[src/rtl/assert_macros.svh]
// Assertion helpers shared by the RTL modules.
`ifndef ASSERT_MACROS_SVH
`define ASSERT_MACROS_SVH

// The condition must hold at every clock edge outside reset.
`define ASSERT_ALWAYS(label, clk, rst, cond, msg) \
   label: assert property (@(posedge clk) disable iff (rst) (cond)) else $error(msg);

// When the antecedent holds, the consequent must hold in the same cycle.
`define ASSERT_IMPLIES(label, clk, rst, ante, cons, msg) \
   label: assert property (@(posedge clk) disable iff (rst) (ante) |-> (cons)) else $error(msg);

`endif

[src/rtl/nbns_pkg.sv]
`timescale 1ns / 1ps
// ----------------------------------------------------------------------------
// NetBIOS name service package
// Shared types, constants and the first-level name encoding function.
// ----------------------------------------------------------------------------
package nbns_pkg;

   localparam int unsigned CsrIdxW  = 3;
   localparam int unsigned CsrDataW = 64;

   localparam logic [CsrIdxW-1:0] CSR_NAME_LOW  = 3'd0;
   localparam logic [CsrIdxW-1:0] CSR_NAME_HIGH = 3'd1;
   localparam logic [CsrIdxW-1:0] CSR_NAME_LEN  = 3'd2;
   localparam logic [CsrIdxW-1:0] CSR_REPLY_IP  = 3'd3;

   // Request offsets that carry checks or fields.
   localparam logic [5:0] OFF_ID_HI    = 6'd0;
   localparam logic [5:0] OFF_ID_LO    = 6'd1;
   localparam logic [5:0] OFF_FLAGS    = 6'd2;
   localparam logic [5:0] OFF_QD_HI    = 6'd4;
   localparam logic [5:0] OFF_QD_LO    = 6'd5;
   localparam logic [5:0] OFF_NS_HI    = 6'd8;
   localparam logic [5:0] OFF_NS_LO    = 6'd9;
   localparam logic [5:0] OFF_AR_HI    = 6'd10;
   localparam logic [5:0] OFF_AR_LO    = 6'd11;
   localparam logic [5:0] OFF_LABEL    = 6'd12;
   localparam logic [5:0] OFF_NAME_0   = 6'd13;
   localparam logic [5:0] OFF_NAME_31  = 6'd44;
   localparam logic [5:0] OFF_NAME_END = 6'd45;
   localparam logic [5:0] OFF_TYPE_HI  = 6'd46;
   localparam logic [5:0] OFF_TYPE_LO  = 6'd47;
   localparam logic [5:0] OFF_CLASS_HI = 6'd48;
   localparam logic [5:0] OFF_CLASS_LO = 6'd49;
   localparam logic [5:0] OFF_MAX      = 6'd63;

   localparam logic [5:0] RESP_LAST    = 6'd61;

   localparam logic [7:0] FLAGS_CHECK_MASK = 8'hf8;
   localparam logic [7:0] LABEL_LEN        = 8'h20;
   localparam logic [7:0] TYPE_NB          = 8'd32;
   localparam logic [7:0] CLASS_IN         = 8'd1;
   localparam logic [7:0] RESP_FLAGS_HI    = 8'h85;
   localparam logic [7:0] RESP_FLAGS_LO    = 8'h80;
   localparam logic [7:0] RESP_TTL         = 8'd60;
   localparam logic [7:0] RESP_RDLEN       = 8'd6;
   localparam logic [7:0] CHAR_A           = 8'h41;
   localparam logic [7:0] CHAR_SPACE       = 8'h20;

   typedef struct packed {
      logic [15:0] query_id;
      logic [15:0] authority_count;
      logic [15:0] additional_count;
   } nbns_job_type;

   typedef struct packed {
      logic [63:0] name_chars_low;
      logic [55:0] name_chars_high;
      logic [3:0]  name_length;
      logic [31:0] reply_ip;
   } nbns_cfg_type;

   // Encoded name byte at position pos of the 32-byte first-level encoding.
   function automatic logic [7:0] nbns_enc_byte(input nbns_cfg_type cfg,
                                                input logic [4:0] pos);
      logic [3:0] ci;
      logic [7:0] c;
      logic [3:0] nib;
      ci = pos[4:1];
      if (ci == 4'd15) begin
         c = 8'h00;
      end else if (ci >= cfg.name_length) begin
         c = CHAR_SPACE;
      end else if (ci < 4'd8) begin
         c = 8'(cfg.name_chars_low >> {3'd7 - ci[2:0], 3'b000});
      end else begin
         c = 8'(cfg.name_chars_high >> {3'(4'd14 - ci), 3'b000});
      end
      if (c inside {[8'h61:8'h7a]}) begin
         c = c - 8'h20;
      end
      nib = pos[0] ? c[3:0] : c[7:4];
      return CHAR_A + {4'h0, nib};
   endfunction

endpackage

[src/rtl/nbns_job_fifo.sv]
`timescale 1ns / 1ps
// ----------------------------------------------------------------------------
// NetBIOS job queue
// Small queue of accepted queries between the parser and the reply generator.
// ----------------------------------------------------------------------------
`include "assert_macros.svh"

module nbns_job_fifo
   import nbns_pkg::*;
#(
   parameter int unsigned Depth = 2
) (
   input  logic         clock,
   input  logic         reset,
   input  logic         push,
   input  nbns_job_type push_job,
   output logic         full,
   input  logic         pop,
   output logic         empty,
   output nbns_job_type head_job
);

   localparam int unsigned PtrW = (Depth > 1) ? $clog2(Depth) : 1;
   localparam int unsigned CntW = $clog2(Depth + 1);

   nbns_job_type mem_ff [Depth];
   logic [PtrW-1:0] wr_ptr_ff, wr_ptr_in;
   logic [PtrW-1:0] rd_ptr_ff, rd_ptr_in;
   logic [CntW-1:0] count_ff, count_in;
   logic do_push, do_pop;

   assign full    = (count_ff == CntW'(Depth));
   assign empty   = (count_ff == '0);
   assign do_push = push && !full;
   assign do_pop  = pop && !empty;
   assign head_job = mem_ff[rd_ptr_ff];

   always_comb begin
      wr_ptr_in = wr_ptr_ff;
      rd_ptr_in = rd_ptr_ff;
      count_in  = count_ff;
      if (do_push) begin
         wr_ptr_in = (wr_ptr_ff == PtrW'(Depth - 1)) ? '0 : wr_ptr_ff + 1'b1;
      end
      if (do_pop) begin
         rd_ptr_in = (rd_ptr_ff == PtrW'(Depth - 1)) ? '0 : rd_ptr_ff + 1'b1;
      end
      if (do_push && !do_pop) begin
         count_in = count_ff + 1'b1;
      end else if (do_pop && !do_push) begin
         count_in = count_ff - 1'b1;
      end
   end

   always_ff @(posedge clock) begin
      if (reset) begin
         wr_ptr_ff <= '0;
         rd_ptr_ff <= '0;
         count_ff  <= '0;
      end else begin
         wr_ptr_ff <= wr_ptr_in;
         rd_ptr_ff <= rd_ptr_in;
         count_ff  <= count_in;
      end
   end

   always_ff @(posedge clock) begin
      if (do_push) begin
         mem_ff[wr_ptr_ff] <= push_job;
      end
   end

   `ASSERT_ALWAYS(a_count_bound, clock, reset, count_ff <= CntW'(Depth), "job count overflow")
   `ASSERT_IMPLIES(a_no_push_full, clock, reset, push, !full, "job pushed while queue full")

endmodule

[src/rtl/nbns_parser.sv]
`timescale 1ns / 1ps
// ----------------------------------------------------------------------------
// NetBIOS query parser
// Checks each request byte at its offset and queues a job for passing queries.
// ----------------------------------------------------------------------------
module nbns_parser
   import nbns_pkg::*;
(
   input  logic         clock,
   input  logic         reset,
   input  nbns_cfg_type cfg,
   input  logic         beat,
   input  logic [7:0]   payload_byte,
   input  logic         end_of_packet,
   output logic         job_push,
   output nbns_job_type job
);

   logic [5:0]  offset_ff, offset_in;
   logic        ok_ff, ok_in;
   logic [15:0] id_ff, id_in;
   logic [15:0] auth_ff, auth_in;
   logic [15:0] addl_ff, addl_in;
   logic        byte_ok;
   logic [7:0]  exp_name;
   logic [5:0]  name_pos;

   assign name_pos = offset_ff - OFF_NAME_0;
   assign exp_name = nbns_enc_byte(cfg, name_pos[4:0]);

   always_comb begin
      if (offset_ff inside {[OFF_NAME_0:OFF_NAME_31]}) begin
         byte_ok = (payload_byte == exp_name);
      end else begin
         case (offset_ff)
            OFF_FLAGS:    byte_ok = ((payload_byte & FLAGS_CHECK_MASK) == 8'h00);
            OFF_QD_HI:    byte_ok = (payload_byte == 8'h00);
            OFF_QD_LO:    byte_ok = (payload_byte == 8'h01);
            OFF_LABEL:    byte_ok = (payload_byte == LABEL_LEN);
            OFF_NAME_END: byte_ok = (payload_byte == 8'h00);
            OFF_TYPE_HI:  byte_ok = (payload_byte == 8'h00);
            OFF_TYPE_LO:  byte_ok = (payload_byte == TYPE_NB);
            OFF_CLASS_HI: byte_ok = (payload_byte == 8'h00);
            OFF_CLASS_LO: byte_ok = (payload_byte == CLASS_IN);
            default:      byte_ok = 1'b1;
         endcase
      end
   end

   always_comb begin
      id_in   = id_ff;
      auth_in = auth_ff;
      addl_in = addl_ff;
      case (offset_ff)
         OFF_ID_HI: id_in[15:8]   = payload_byte;
         OFF_ID_LO: id_in[7:0]    = payload_byte;
         OFF_NS_HI: auth_in[15:8] = payload_byte;
         OFF_NS_LO: auth_in[7:0]  = payload_byte;
         OFF_AR_HI: addl_in[15:8] = payload_byte;
         OFF_AR_LO: addl_in[7:0]  = payload_byte;
         default: ;
      endcase
   end

   // A query of at least 50 bytes ends on or after the class field.
   assign job_push = beat && end_of_packet && ok_ff && byte_ok && (offset_ff >= OFF_CLASS_LO);
   assign job.query_id         = id_ff;
   assign job.authority_count  = auth_ff;
   assign job.additional_count = addl_ff;

   always_comb begin
      offset_in = offset_ff;
      ok_in     = ok_ff;
      if (beat) begin
         if (end_of_packet) begin
            offset_in = '0;
            ok_in     = 1'b1;
         end else begin
            offset_in = (offset_ff == OFF_MAX) ? offset_ff : offset_ff + 1'b1;
            ok_in     = ok_ff && byte_ok;
         end
      end
   end

   always_ff @(posedge clock) begin
      if (reset) begin
         offset_ff <= '0;
         ok_ff     <= 1'b1;
         id_ff     <= '0;
         auth_ff   <= '0;
         addl_ff   <= '0;
      end else if (beat) begin
         offset_ff <= offset_in;
         ok_ff     <= ok_in;
         id_ff     <= id_in;
         auth_ff   <= auth_in;
         addl_ff   <= addl_in;
      end
   end

endmodule

[src/rtl/nbns_reply_gen.sv]
`timescale 1ns / 1ps
// ----------------------------------------------------------------------------
// NetBIOS reply generator
// Streams the 62-byte positive name query response for each queued job.
// ----------------------------------------------------------------------------
`include "assert_macros.svh"

module nbns_reply_gen
   import nbns_pkg::*;
(
   input  logic         clock,
   input  logic         reset,
   input  nbns_cfg_type cfg,
   input  logic         job_valid,
   input  nbns_job_type job,
   output logic         job_pop,
   output logic         out_valid,
   output logic [7:0]   out_byte,
   output logic         out_last,
   input  logic         out_take
);

   logic [5:0] idx_ff, idx_in;
   logic       valid_ff, valid_in;
   logic [7:0] byte_ff;
   logic       last_ff;
   logic [7:0] resp_byte;
   logic [7:0] enc;
   logic [5:0] name_pos;
   logic       advance;
   logic       at_last;

   assign name_pos = idx_ff - OFF_NAME_0;
   assign enc      = nbns_enc_byte(cfg, name_pos[4:0]);
   assign at_last  = (idx_ff == RESP_LAST);

   // With a job queued, the output register refills when empty or being drained.
   assign advance  = job_valid && (!valid_ff || out_take);
   assign job_pop  = advance && at_last;

   always_comb begin
      if (idx_ff inside {[OFF_NAME_0:OFF_NAME_31]}) begin
         resp_byte = enc;
      end else begin
         case (idx_ff)
            6'd0:    resp_byte = job.query_id[15:8];
            6'd1:    resp_byte = job.query_id[7:0];
            6'd2:    resp_byte = RESP_FLAGS_HI;
            6'd3:    resp_byte = RESP_FLAGS_LO;
            6'd7:    resp_byte = 8'h01;
            6'd8:    resp_byte = job.authority_count[15:8];
            6'd9:    resp_byte = job.authority_count[7:0];
            6'd10:   resp_byte = job.additional_count[15:8];
            6'd11:   resp_byte = job.additional_count[7:0];
            6'd12:   resp_byte = LABEL_LEN;
            6'd47:   resp_byte = TYPE_NB;
            6'd49:   resp_byte = CLASS_IN;
            6'd53:   resp_byte = RESP_TTL;
            6'd55:   resp_byte = RESP_RDLEN;
            6'd58:   resp_byte = cfg.reply_ip[31:24];
            6'd59:   resp_byte = cfg.reply_ip[23:16];
            6'd60:   resp_byte = cfg.reply_ip[15:8];
            6'd61:   resp_byte = cfg.reply_ip[7:0];
            default: resp_byte = 8'h00;
         endcase
      end
   end

   always_comb begin
      idx_in   = idx_ff;
      valid_in = valid_ff;
      if (advance) begin
         idx_in   = at_last ? '0 : idx_ff + 1'b1;
         valid_in = 1'b1;
      end else if (out_take) begin
         valid_in = 1'b0;
      end
   end

   always_ff @(posedge clock) begin
      if (reset) begin
         idx_ff   <= '0;
         valid_ff <= 1'b0;
      end else begin
         idx_ff   <= idx_in;
         valid_ff <= valid_in;
      end
   end

   always_ff @(posedge clock) begin
      if (advance) begin
         byte_ff <= resp_byte;
         last_ff <= at_last;
      end
   end

   assign out_valid = valid_ff;
   assign out_byte  = byte_ff;
   assign out_last  = last_ff;

   `ASSERT_ALWAYS(a_idx_range, clock, reset, idx_ff <= RESP_LAST, "response index out of range")
   `ASSERT_IMPLIES(a_idx_job, clock, reset, idx_ff != 6'd0, job_valid, "response in flight without a job")

endmodule

[src/rtl/netbios_name_query_responder.sv]
`timescale 1ns / 1ps
// ----------------------------------------------------------------------------
// NetBIOS name query responder
// Parses NetBIOS name query requests and streams positive responses.
// ----------------------------------------------------------------------------
// Usage: the UDP payload of a received datagram enters one byte per beat on
// the req_ side (push/full); req_end_of_packet marks its last byte. When a
// query for the configured name passes every check, the 62-byte positive
// response leaves on the rsp_ side (empty/pop), rsp_reply_last on its final
// beat. Request bytes are taken one per cycle unless full. Passing queries
// wait in a job queue of JobDepth entries and then pass through the output
// register, which streams one byte per cycle while pop is held. The request
// side shows full only while that queue is full, so a stalled receiver
// eventually holds off the sender. The name and IP registers must be written
// through csr_ only while the block is idle; the block does not enforce
// this. Reset clears registers, parser state, job queue and output register.
// ----------------------------------------------------------------------------
module netbios_name_query_responder
   import nbns_pkg::*;
#(
   parameter int unsigned JobDepth = 2
) (
   input  logic                clock,
   input  logic                reset,
   input  logic                req_push,
   output logic                req_full,
   input  logic [7:0]          req_payload_byte,
   input  logic                req_end_of_packet,
   output logic                rsp_empty,
   input  logic                rsp_pop,
   output logic [7:0]          rsp_reply_byte,
   output logic                rsp_reply_last,
   input  logic                csr_wr_en,
   input  logic [CsrIdxW-1:0]  csr_index,
   input  logic [CsrDataW-1:0] csr_wdata
);

   nbns_cfg_type cfg_ff, cfg_in;
   nbns_job_type parsed_job;
   nbns_job_type head_job;
   logic         beat;
   logic         job_push;
   logic         job_full;
   logic         job_empty;
   logic         job_pop;
   logic         out_valid;

   always_comb begin
      cfg_in = cfg_ff;
      if (csr_wr_en) begin
         case (csr_index)
            CSR_NAME_LOW:  cfg_in.name_chars_low  = csr_wdata;
            CSR_NAME_HIGH: cfg_in.name_chars_high = csr_wdata[55:0];
            CSR_NAME_LEN:  cfg_in.name_length     = csr_wdata[3:0];
            CSR_REPLY_IP:  cfg_in.reply_ip        = csr_wdata[31:0];
            default: ;
         endcase
      end
   end

   always_ff @(posedge clock) begin
      if (reset) begin
         cfg_ff <= '0;
      end else begin
         cfg_ff <= cfg_in;
      end
   end

   assign req_full = job_full;
   assign beat     = req_push && !req_full;

   nbns_parser u_parser (
      .clock         (clock),
      .reset         (reset),
      .cfg           (cfg_ff),
      .beat          (beat),
      .payload_byte  (req_payload_byte),
      .end_of_packet (req_end_of_packet),
      .job_push      (job_push),
      .job           (parsed_job)
   );

   nbns_job_fifo #(
      .Depth (JobDepth)
   ) u_job_fifo (
      .clock    (clock),
      .reset    (reset),
      .push     (job_push),
      .push_job (parsed_job),
      .full     (job_full),
      .pop      (job_pop),
      .empty    (job_empty),
      .head_job (head_job)
   );

   nbns_reply_gen u_reply_gen (
      .clock     (clock),
      .reset     (reset),
      .cfg       (cfg_ff),
      .job_valid (!job_empty),
      .job       (head_job),
      .job_pop   (job_pop),
      .out_valid (out_valid),
      .out_byte  (rsp_reply_byte),
      .out_last  (rsp_reply_last),
      .out_take  (rsp_pop)
   );

   assign rsp_empty = !out_valid;

endmodule
[config.mk]
export PLATFORM = sky130hd
export DESIGN_NAME = netbios_name_query_responder
export DESIGN_NICKNAME = d
export VERILOG_FILES = /design/src/rtl/nbns_pkg.sv /design/src/rtl/nbns_job_fifo.sv /design/src/rtl/nbns_parser.sv /design/src/rtl/nbns_reply_gen.sv /design/src/rtl/netbios_name_query_responder.sv
export VERILOG_INCLUDE_DIRS = /design/src /design/src/rtl
export SDC_FILE = /design/constraint.sdc
export NUM_CORES = 1
export LEC_CHECK = 0
export BUFFER_PORTS_ARGS = -buffer_cell sky130_fd_sc_hd__buf_2
export CAP_MARGIN = 10
export CORE_UTILIZATION = 50
export CTS_BUF_LIST = sky130_fd_sc_hd__clkbuf_2 sky130_fd_sc_hd__clkbuf_4 sky130_fd_sc_hd__clkbuf_8
export DETAILED_ROUTE_END_ITERATION = 8
export HOLD_SLACK_MARGIN = 0.1
export MAX_ROUTING_LAYER = met4
export PLACE_DENSITY = 0.67
export REMOVE_ABC_BUFFERS = 1
export SETUP_SLACK_MARGIN = 0.5
export SYNTH_ARGS = -nofsm -noshare
export SYNTH_HDL_FRONTEND = slang
export SYNTH_SLANG_ARGS = --single-unit
[constraint.sdc]
create_clock -name clock -period 8.5 [get_ports clock]
set_input_delay 1.7 -clock clock [delete_from_list [all_inputs] [get_ports clock]]
set_output_delay 1.7 -clock clock [all_outputs]
set_load 0.01 [all_outputs]
; Word-level counts from Yosys, hierarchy flattened
; Memories as Yosys holds them, arrays and structs flattened. A register that Yosys moved wholly into a read port is not among the register bits.
; Cells that the tools add are included.
[totals]
in_bits = 81
memories = 1
ramBits = 96
output_inout_bits = 11
reg_bits = 231
[classes]
eq_ne = 42
shifts = 4
mux = 28
add_sub_neg = 16
reduce_logical = 46
order_cmp = 13
[mem_list]
columns = name, depth, width, read_ports, rd_ports_with_merged_regs, wr, line_no
row1 = u_job_fifo.mem_ff, 2, 48, 1, 1, 1, nbns_job_fifo.sv:26  ; nbns_job_type mem_ff [Depth];
[ops]
columns = cell, n
row1 = $pmux 8 s16, 1
row2 = $shr 64x6->8, 2
row3 = $shr 56x6->8, 2
row4 = $eq 6x6->1 const B, 14
row5 = $mux 8, 9
row6 = $eq 6x4->1 const B, 10
row7 = $reduce_and 2->1, 11
row8 = $eq 6x2->1 const B, 3
row9 = $eq 6x3->1 const B, 3
row10 = $mux 6, 3
row11 = $add 7x4->8 const A, 2
row12 = $ge 8x7->1 const B, 2
row13 = $le 8x7->1 const B, 2
row14 = $logic_and 1x1->1, 16
row15 = $logic_not 8->1, 2
row16 = $sub 8x6->8 const B, 2
row17 = $add 6x1->6 const B, 2
row18 = $eq 6x1->1 const B, 2
row19 = $ge 6x4->1 const B, 2
row20 = $le 6x6->1 const B, 2
row21 = $logic_not 6->1, 2
row22 = $sub 3x3->3 const A, 4
row23 = $mux 1, 10
row24 = $sub 5x4->5 const B, 2
row25 = 24 further kinds, 39

; Longest topological paths before layout
[depth]
depth_word = 20
mapped_depth = 24
mapped_depth_nobuf = 19

; By module
; Synthesis repeated with hierarchy kept, for this count alone.
[hier_totals]
hier_cells = 1579
hier_area_um2 = 17270.3
[modules_own_cells]
columns = mod, area_per_inst_um2, cells_per_inst, instances
row1 = netbios_name_query_responder, 6364.9, 584, 1
row2 = nbns_parser, 4161.5, 480, 1
row3 = nbns_job_fifo, 3681.0, 174, 1
row4 = nbns_reply_gen, 3062.9, 341, 1

; Worst setup path before layout
; Ideal clock, no wire load.
[synth_path]
path_kind = input port to flip-flop
start = input port req_payload_byte[0]
end = memory u_job_fifo.mem_ff[0][0] (netlist bit) (enable)
t_arrival_ns = 5.242
path_slack_ns = 2.799
path_buffers = 1
path_stages = 7
cell_sequence = clkbuf_1 mux2i_1 o2bb2ai_1 a31oi_1 nand2b_1 a2111oi_2 nor2b_1
[synth_via]
elab_chain_len = 8
elab_cells_between_ends = 11
[synth_lines]
columns = element, line_no
row1 = start: declaration, netbios_name_query_responder.sv:27  ; input logic [7:0] req_payload_byte,
row2 = $eq 8x1->1 (tied with other cells), "nbns_parser.sv:38, nbns_parser.sv:44"
row3 = $pmux 1 s4, nbns_parser.sv:35  ; case (offset_ff)
row4 = $mux 1 (*), nbns_parser.sv:32  ; if (offset_ff inside {[OFF_NAME_0:OFF_NAME_31]}) begin
row5 = $logic_and 1x1->1 (*) (2 in a row), nbns_parser.sv:66  ; assign job_push = beat && end_of_packet && ok_ff && byte_ok && (offset_ff >= OFF_CLASS_LO);
row6 = $logic_and 1x1->1 (*), nbns_job_fifo.sv:34  ; assign do_push = push && !full;
row7 = via u_job_fifo.do_push, nbns_job_fifo.sv:30  ; logic do_push, do_pop;
row8 = $mux 1 (*), nbns_job_fifo.sv:68  ; if (do_push) begin
row9 = $mux 1 (not written as such) (*), nbns_job_fifo.sv:69  ; mem_ff[wr_ptr_ff] <= push_job;
row10 = end: declaration, nbns_job_fifo.sv:26
; The timed path passes the listed nets; every way through them passes the cells marked *.

; Worst setup path after layout
[layout_path]
start = register u_parser.offset_ff[0]
end = register u_parser.ok_ff
[layout_via]
elab_chain_len = 15
elab_cells_between_ends = 38
[layout_lines]
columns = element, line_no
row1 = start: declaration, nbns_parser.sv:19  ; logic [5:0] offset_ff, offset_in;
row2 = start signal: assignment, nbns_parser.sv:93  ; offset_ff <= offset_in;
row3 = $sub 5x4->5, nbns_parser.sv:28  ; assign name_pos = offset_ff - OFF_NAME_0;
row4 = $sub 3x3->3 (on tied branches), "nbns_pkg.sv:76, nbns_pkg.sv:74"
row5 = $shr 56x6->8 or $shr 64x6->8 (tied branches), "nbns_pkg.sv:76, nbns_pkg.sv:74"
row6 = $mux 8, nbns_pkg.sv:73  ; end else if (ci < 4'd8) begin
row7 = $mux 8, nbns_pkg.sv:71  ; end else if (ci >= cfg.name_length) begin
row8 = $mux 8, nbns_pkg.sv:69  ; if (ci == 4'd15) begin
row9 = $ge 8x7->1 or $le 8x7->1 (tied branches), nbns_pkg.sv:78  ; if (c inside {[8'h61:8'h7a]}) begin
row10 = $logic_and 1x1->1, nbns_pkg.sv:78
row11 = $mux 8, nbns_pkg.sv:78
row12 = $mux 4, nbns_pkg.sv:81  ; nib = pos[0] ? c[3:0] : c[7:4];
row13 = $add 7x4->8, nbns_pkg.sv:82  ; return CHAR_A + {4'h0, nib};
row14 = $eq 8x8->1, nbns_parser.sv:33  ; byte_ok = (payload_byte == exp_name);
row15 = $mux 1 (*), nbns_parser.sv:32
row16 = $logic_and 1x1->1 (*), nbns_parser.sv:80  ; ok_in = ok_ff && byte_ok;
row17 = $mux 1 (*), nbns_parser.sv:75  ; if (end_of_packet) begin
row18 = end signal: assignment, nbns_parser.sv:94  ; ok_ff <= ok_in;
row19 = end: declaration, nbns_parser.sv:20  ; logic ok_ff, ok_in;
; Every way passes the cells marked *; elsewhere a longest branch is shown, timed or not.
; A chain may end at the register's enable or synchronous reset.

==> impl_metrics.sql <==
INSERT INTO impl_metrics (metric_group, metric, value, unit) VALUES
('outcome', 'run_status', 'completed', ''),
('synth', 'netlist_instances', '1686', ''),
('synth', 'yosys.area_share.xor_xnor', '2.08', '%'),
('setup_path', 'kind_of_start_point_of_the_critical_path', 'register', ''),
('synth', 'yosys_register_bits', '328', ''),
('floorplan', 'floorplan.initialDensity', '50.9', '%'),
('setup_path', 'slowest_stage', 'ha_1', ''),
('floorplan', 'die_area', '0.0329', 'mm^2'),
('setup_path', 'crit_buf_inv', '3', ''),
('cells_and_area', 'fin_util', '56.3', '%'),
('synth', 'synth.yosys.seq_area_share', '47.3', '%'),
('setup_path', 'worst-setup-path-type', 'register to register', ''),
('clock_network', 'postCtsHoldBufs', '0', ''),
('detailed_routing', 'drt_first_pass_iters', '5', ''),
('place', 'buffer_ports.inserted', '91', ''),
('synth', 'yosys.area_share.simple', '17.2', '%'),
('timing', 'finalHoldViolations', '0', ''),
('synth', 'dominant_combinational_cell_family_by_area_after_synthesis', 'simple AND/OR/NAND/NOR gates', ''),
('synth', 'synth_fa_ha_area_share', '2.10', '%'),
('detailed_routing', 'drt_iter0_markers', '1159', ''),
('synth', 'ys_warn_count', '0', ''),
('cells_and_area', 'layout.filler_cells', '2799', ''),
('timing', 'timing.slew.headroom', '23.3', '%'),
('clock_network', 'tritoncts', 'built', ''),
('timing', 'max_freq', '0.161', 'GHz'),
('synth', 'yosys.cell_types.count', '84', ''),
('synth', 'synth-edff-count', '105', ''),
('cells_and_area', 'post_layout_nonfiller_instances', '2174', ''),
('cells_and_area', 'area.sequential', '0.00762', 'mm^2'),
('grt', 'grt_first_pass_wirelength', '71.9', 'mm'),
('place', 'dp.final_hpwl', '32.0', 'mm'),
('cells_and_area', 'layout-drive-gt1-share', '17.6', '%'),
('clock_network', 'ctsRootBufferMaster', 'clkbuf_8', ''),
('clock_network', 'clkSlewWorstSetupHoldPaths', '0.07', 'ns'),
('clock_network', 'cts_setup_buffers', '0', ''),
('timing', 'timing.final.crit_share', '73.0', '%'),
('grt', 'vias_in_the_first_global_route', '12500', ''),
('synth', 'fraction_of_the_mapped_netlist_area_in_compound_gates', '14.3', '%'),
('timing', 'post-route-min-period', '6.21', 'ns'),
('grt', 'grt_antenna_before_repair', '0', ''),
('setup_path', 'worstPathCellList', 'inv_1, ha_1, buf_4, inv_1, ha_1, nor2b_1, o2bb2ai_1, mux2i_1, a211oi_2, o41ai_1, and2_2, o211ai_1, o21ai_0, ha_1, xnor2_1, nand3_1, nor3_1, a21boi_0, a32oi_1', ''),
('timing', 'setup_repair_after_global_routing_missed_its_margin', 'no', ''),
('cells_and_area', 'area_growth_syn_to_layout', '10.6', '%'),
('setup_path', 'crit_path_max_fanout', '25', ''),
('min_path', 'hold_path_class', 'register to register', ''),
('setup_path', 'end_kind', 'register', ''),
('timing', 'skew', '0.0225', 'ns'),
('setup_path', 'crit_path_max_incr_delay', '0.98', 'ns'),
('floorplan', 'rows', '65', ''),
('place', 'dp.cells', '2076', ''),
('grt', 'grt_start_max_net_pins', '93', ''),
('cells_and_area', 'finalNetCount', '1838', ''),
('floorplan', 'core-area', '0.0316', 'mm^2'),
('power_and_ir_drop', 'ir_drop', '96.5', 'uV'),
('flow_run', 'timing.max_cap.violations', '0', ''),
('clock_network', 'clock-sinks', '328', ''),
('cells_and_area', 'antennaDiodeCount', '0', ''),
('floorplan', 'die-width', '181', 'um'),
('power_and_ir_drop', 'power.leakage', '0.00611', 'uW'),
('detailed_routing', 'detail_route.drc_violations', '0', ''),
('clock_network', 'post_cts_resized', '0', ''),
('setup_path', 'worst_ep_required_time', '9.01', 'ns'),
('synth', 'synthesis.area', '0.0161', 'mm^2'),
('floorplan', 'die_span_in_y', '181', 'um'),
('floorplan', 'num_io_pins', '92', ''),
('detailed_routing', 'final_antenna_net_count', '0', ''),
('detailed_routing', 'wl', '46.8', 'mm'),
('timing', 'setup_viol_count_final', '0', ''),
('power_and_ir_drop', 'pwr_density_cell', '183', 'mW/mm^2'),
('cells_and_area', 'multi_input_area', '0.00786', 'mm^2'),
('grt', 'gr-total-overflow', '0', '');
[cell families after synthesis]
| logic type | Yosys count |
|---|---|
| AND/OR/NAND/NOR | 635 |
| buffers and inverters | 148 |
| adder cells (fa/ha/maj) | 27 |
| AO/OA/AOI/OAI | 374 |
| flip-flops | 328 |
| XOR/XNOR | 24 |
| multiplexers | 150 |
[per-layer routing]
layer	share of wire (%)	vias to the layer above	GRT usage [%]
li1	-	6127	-
met3	7.9	97	5.21
met4	2.9	0	9.80
met5	0	-	-
met1	44	6407	39.4
met2	45	561	44.3
[through the flow]
stage	power, uW	setup slack, ns
after floorplan	1760	2.87
after global placement	1850	2.60
after detailed placement	1850	2.39
after CTS	3270	2.36
after global routing	3370	1.86
final	3260	2.29
[sequential cells by signal, summed over array words and instances, names as in the netlist, named ones only]
signal / flops
cfg_ff: 156
u_parser.offset_ff: 6
u_reply_gen.out_byte: 8
u_reply_gen.out_valid: 1
u_reply_gen.out_last: 1
u_job_fifo.mem_ff: 96
u_job_fifo.rd_ptr_ff: 1
u_parser.addl_ff: 16
u_job_fifo.count_ff: 2
u_job_fifo.wr_ptr_ff: 1
u_parser.auth_ff: 16
u_parser.ok_ff: 1
u_parser.id_ff: 16
u_reply_gen.idx_ff: 6
[layout make-up]
type	instances	share of cell area [%]
Timing Repair Buffer	109	3.35
Clock buffer	85	5.69
Multi-Input combinational cell	1210	44.2
Clock inverter	13	0.604
Sequential cell	328	42.8
Inverter	27	0.569
Tap cell	402	2.83
[synth_stat cells (4+ instances only)]
master     instances  area share [%]
a2111oi_0          5            0.27
a211o_1            4            0.22
a211oi_1           9            0.42
a21oi_1          218             6.8
a221oi_1          15            0.82
a222oi_1           7            0.44
a22oi_1           11            0.51
a31oi_1            6            0.23
and2_1            11            0.43
and3_1            11            0.43
buf_1              5            0.12
buf_2             11            0.34
buf_4              6            0.28
buf_6              6            0.42
clkbuf_1          93             2.2
dfxtp_1          223              28
edfxtp_1         105              20
ha_1              27             2.1
inv_1             22            0.51
inv_2              5            0.12
mux2_1             4            0.28
mux2_2            25             1.7
mux2i_1           77             4.8
mux4_2            44             6.2
nand2_1          390             9.1
nand2b_1          15            0.58
nand3_1           66             2.1
nand4_1            8            0.31
nor2_1            66             1.5
nor2b_1           16            0.62
nor3_1            21            0.65
nor3b_1            5            0.23
o211ai_1           8            0.37
o21a_1             6            0.28
o21ai_0           25            0.78
o22ai_1            8            0.31
o2bb2ai_1         10            0.54
or3_1              6            0.23
xnor2_1            6            0.33
xnor2_4            4            0.68
xor2_1            10            0.54
[report_power, final]
part / internal, uW / switching, uW / total, uW
Combinational: 63.2 / 114 / 177
Clock: 792 / 641 / 1430
Sequential: 1630 / 18.5 / 1650
[worst paths after layout]
kind	startpoint	end	slack, ns	depth (start not counted)
worst min register to register	u_parser.id_ff[14]	u_job_fifo.mem_ff[1][46]	0.45	0
worst min-delay path	u_parser.id_ff[14]	u_job_fifo.mem_ff[1][46]	0.45	0
worst max register to register	u_parser.offset_ff[0]	u_parser.ok_ff	2.29	19
worst max-delay path	u_parser.offset_ff[0]	u_parser.ok_ff	2.29	19
[layout by cell type (no fill, tap or decap), drive strengths merged, types with 6 or more instances in the layout]
| master | instances |
|---|---|
| o21a | 6 |
| a221oi | 15 |
| nand2 | 390 |
| nor2 | 66 |
| a21oi | 218 |
| a22oi | 11 |
| a222oi | 7 |
| and3 | 11 |
| dfxtp | 223 |
| nand2b | 15 |
| nand4 | 8 |
| nand3 | 66 |
| clkinv | 8 |
| edfxtp | 105 |
| mux4 | 44 |
| a2111oi | 6 |
| o21ai | 30 |
| xor2 | 13 |
| ha | 27 |
| buf | 109 |
| inv | 30 |
| or3 | 6 |
| mux2 | 29 |
| nor3 | 22 |
| nor2b | 17 |
| a211oi | 11 |
| o22ai | 8 |
| xnor2 | 10 |
| and2 | 13 |
| mux2i | 77 |
| a31oi | 6 |
| clkbuf | 85 |
| o2bb2ai | 10 |
| o211ai | 8 |
No activity file was read; power rests on OpenSTA's default activity.
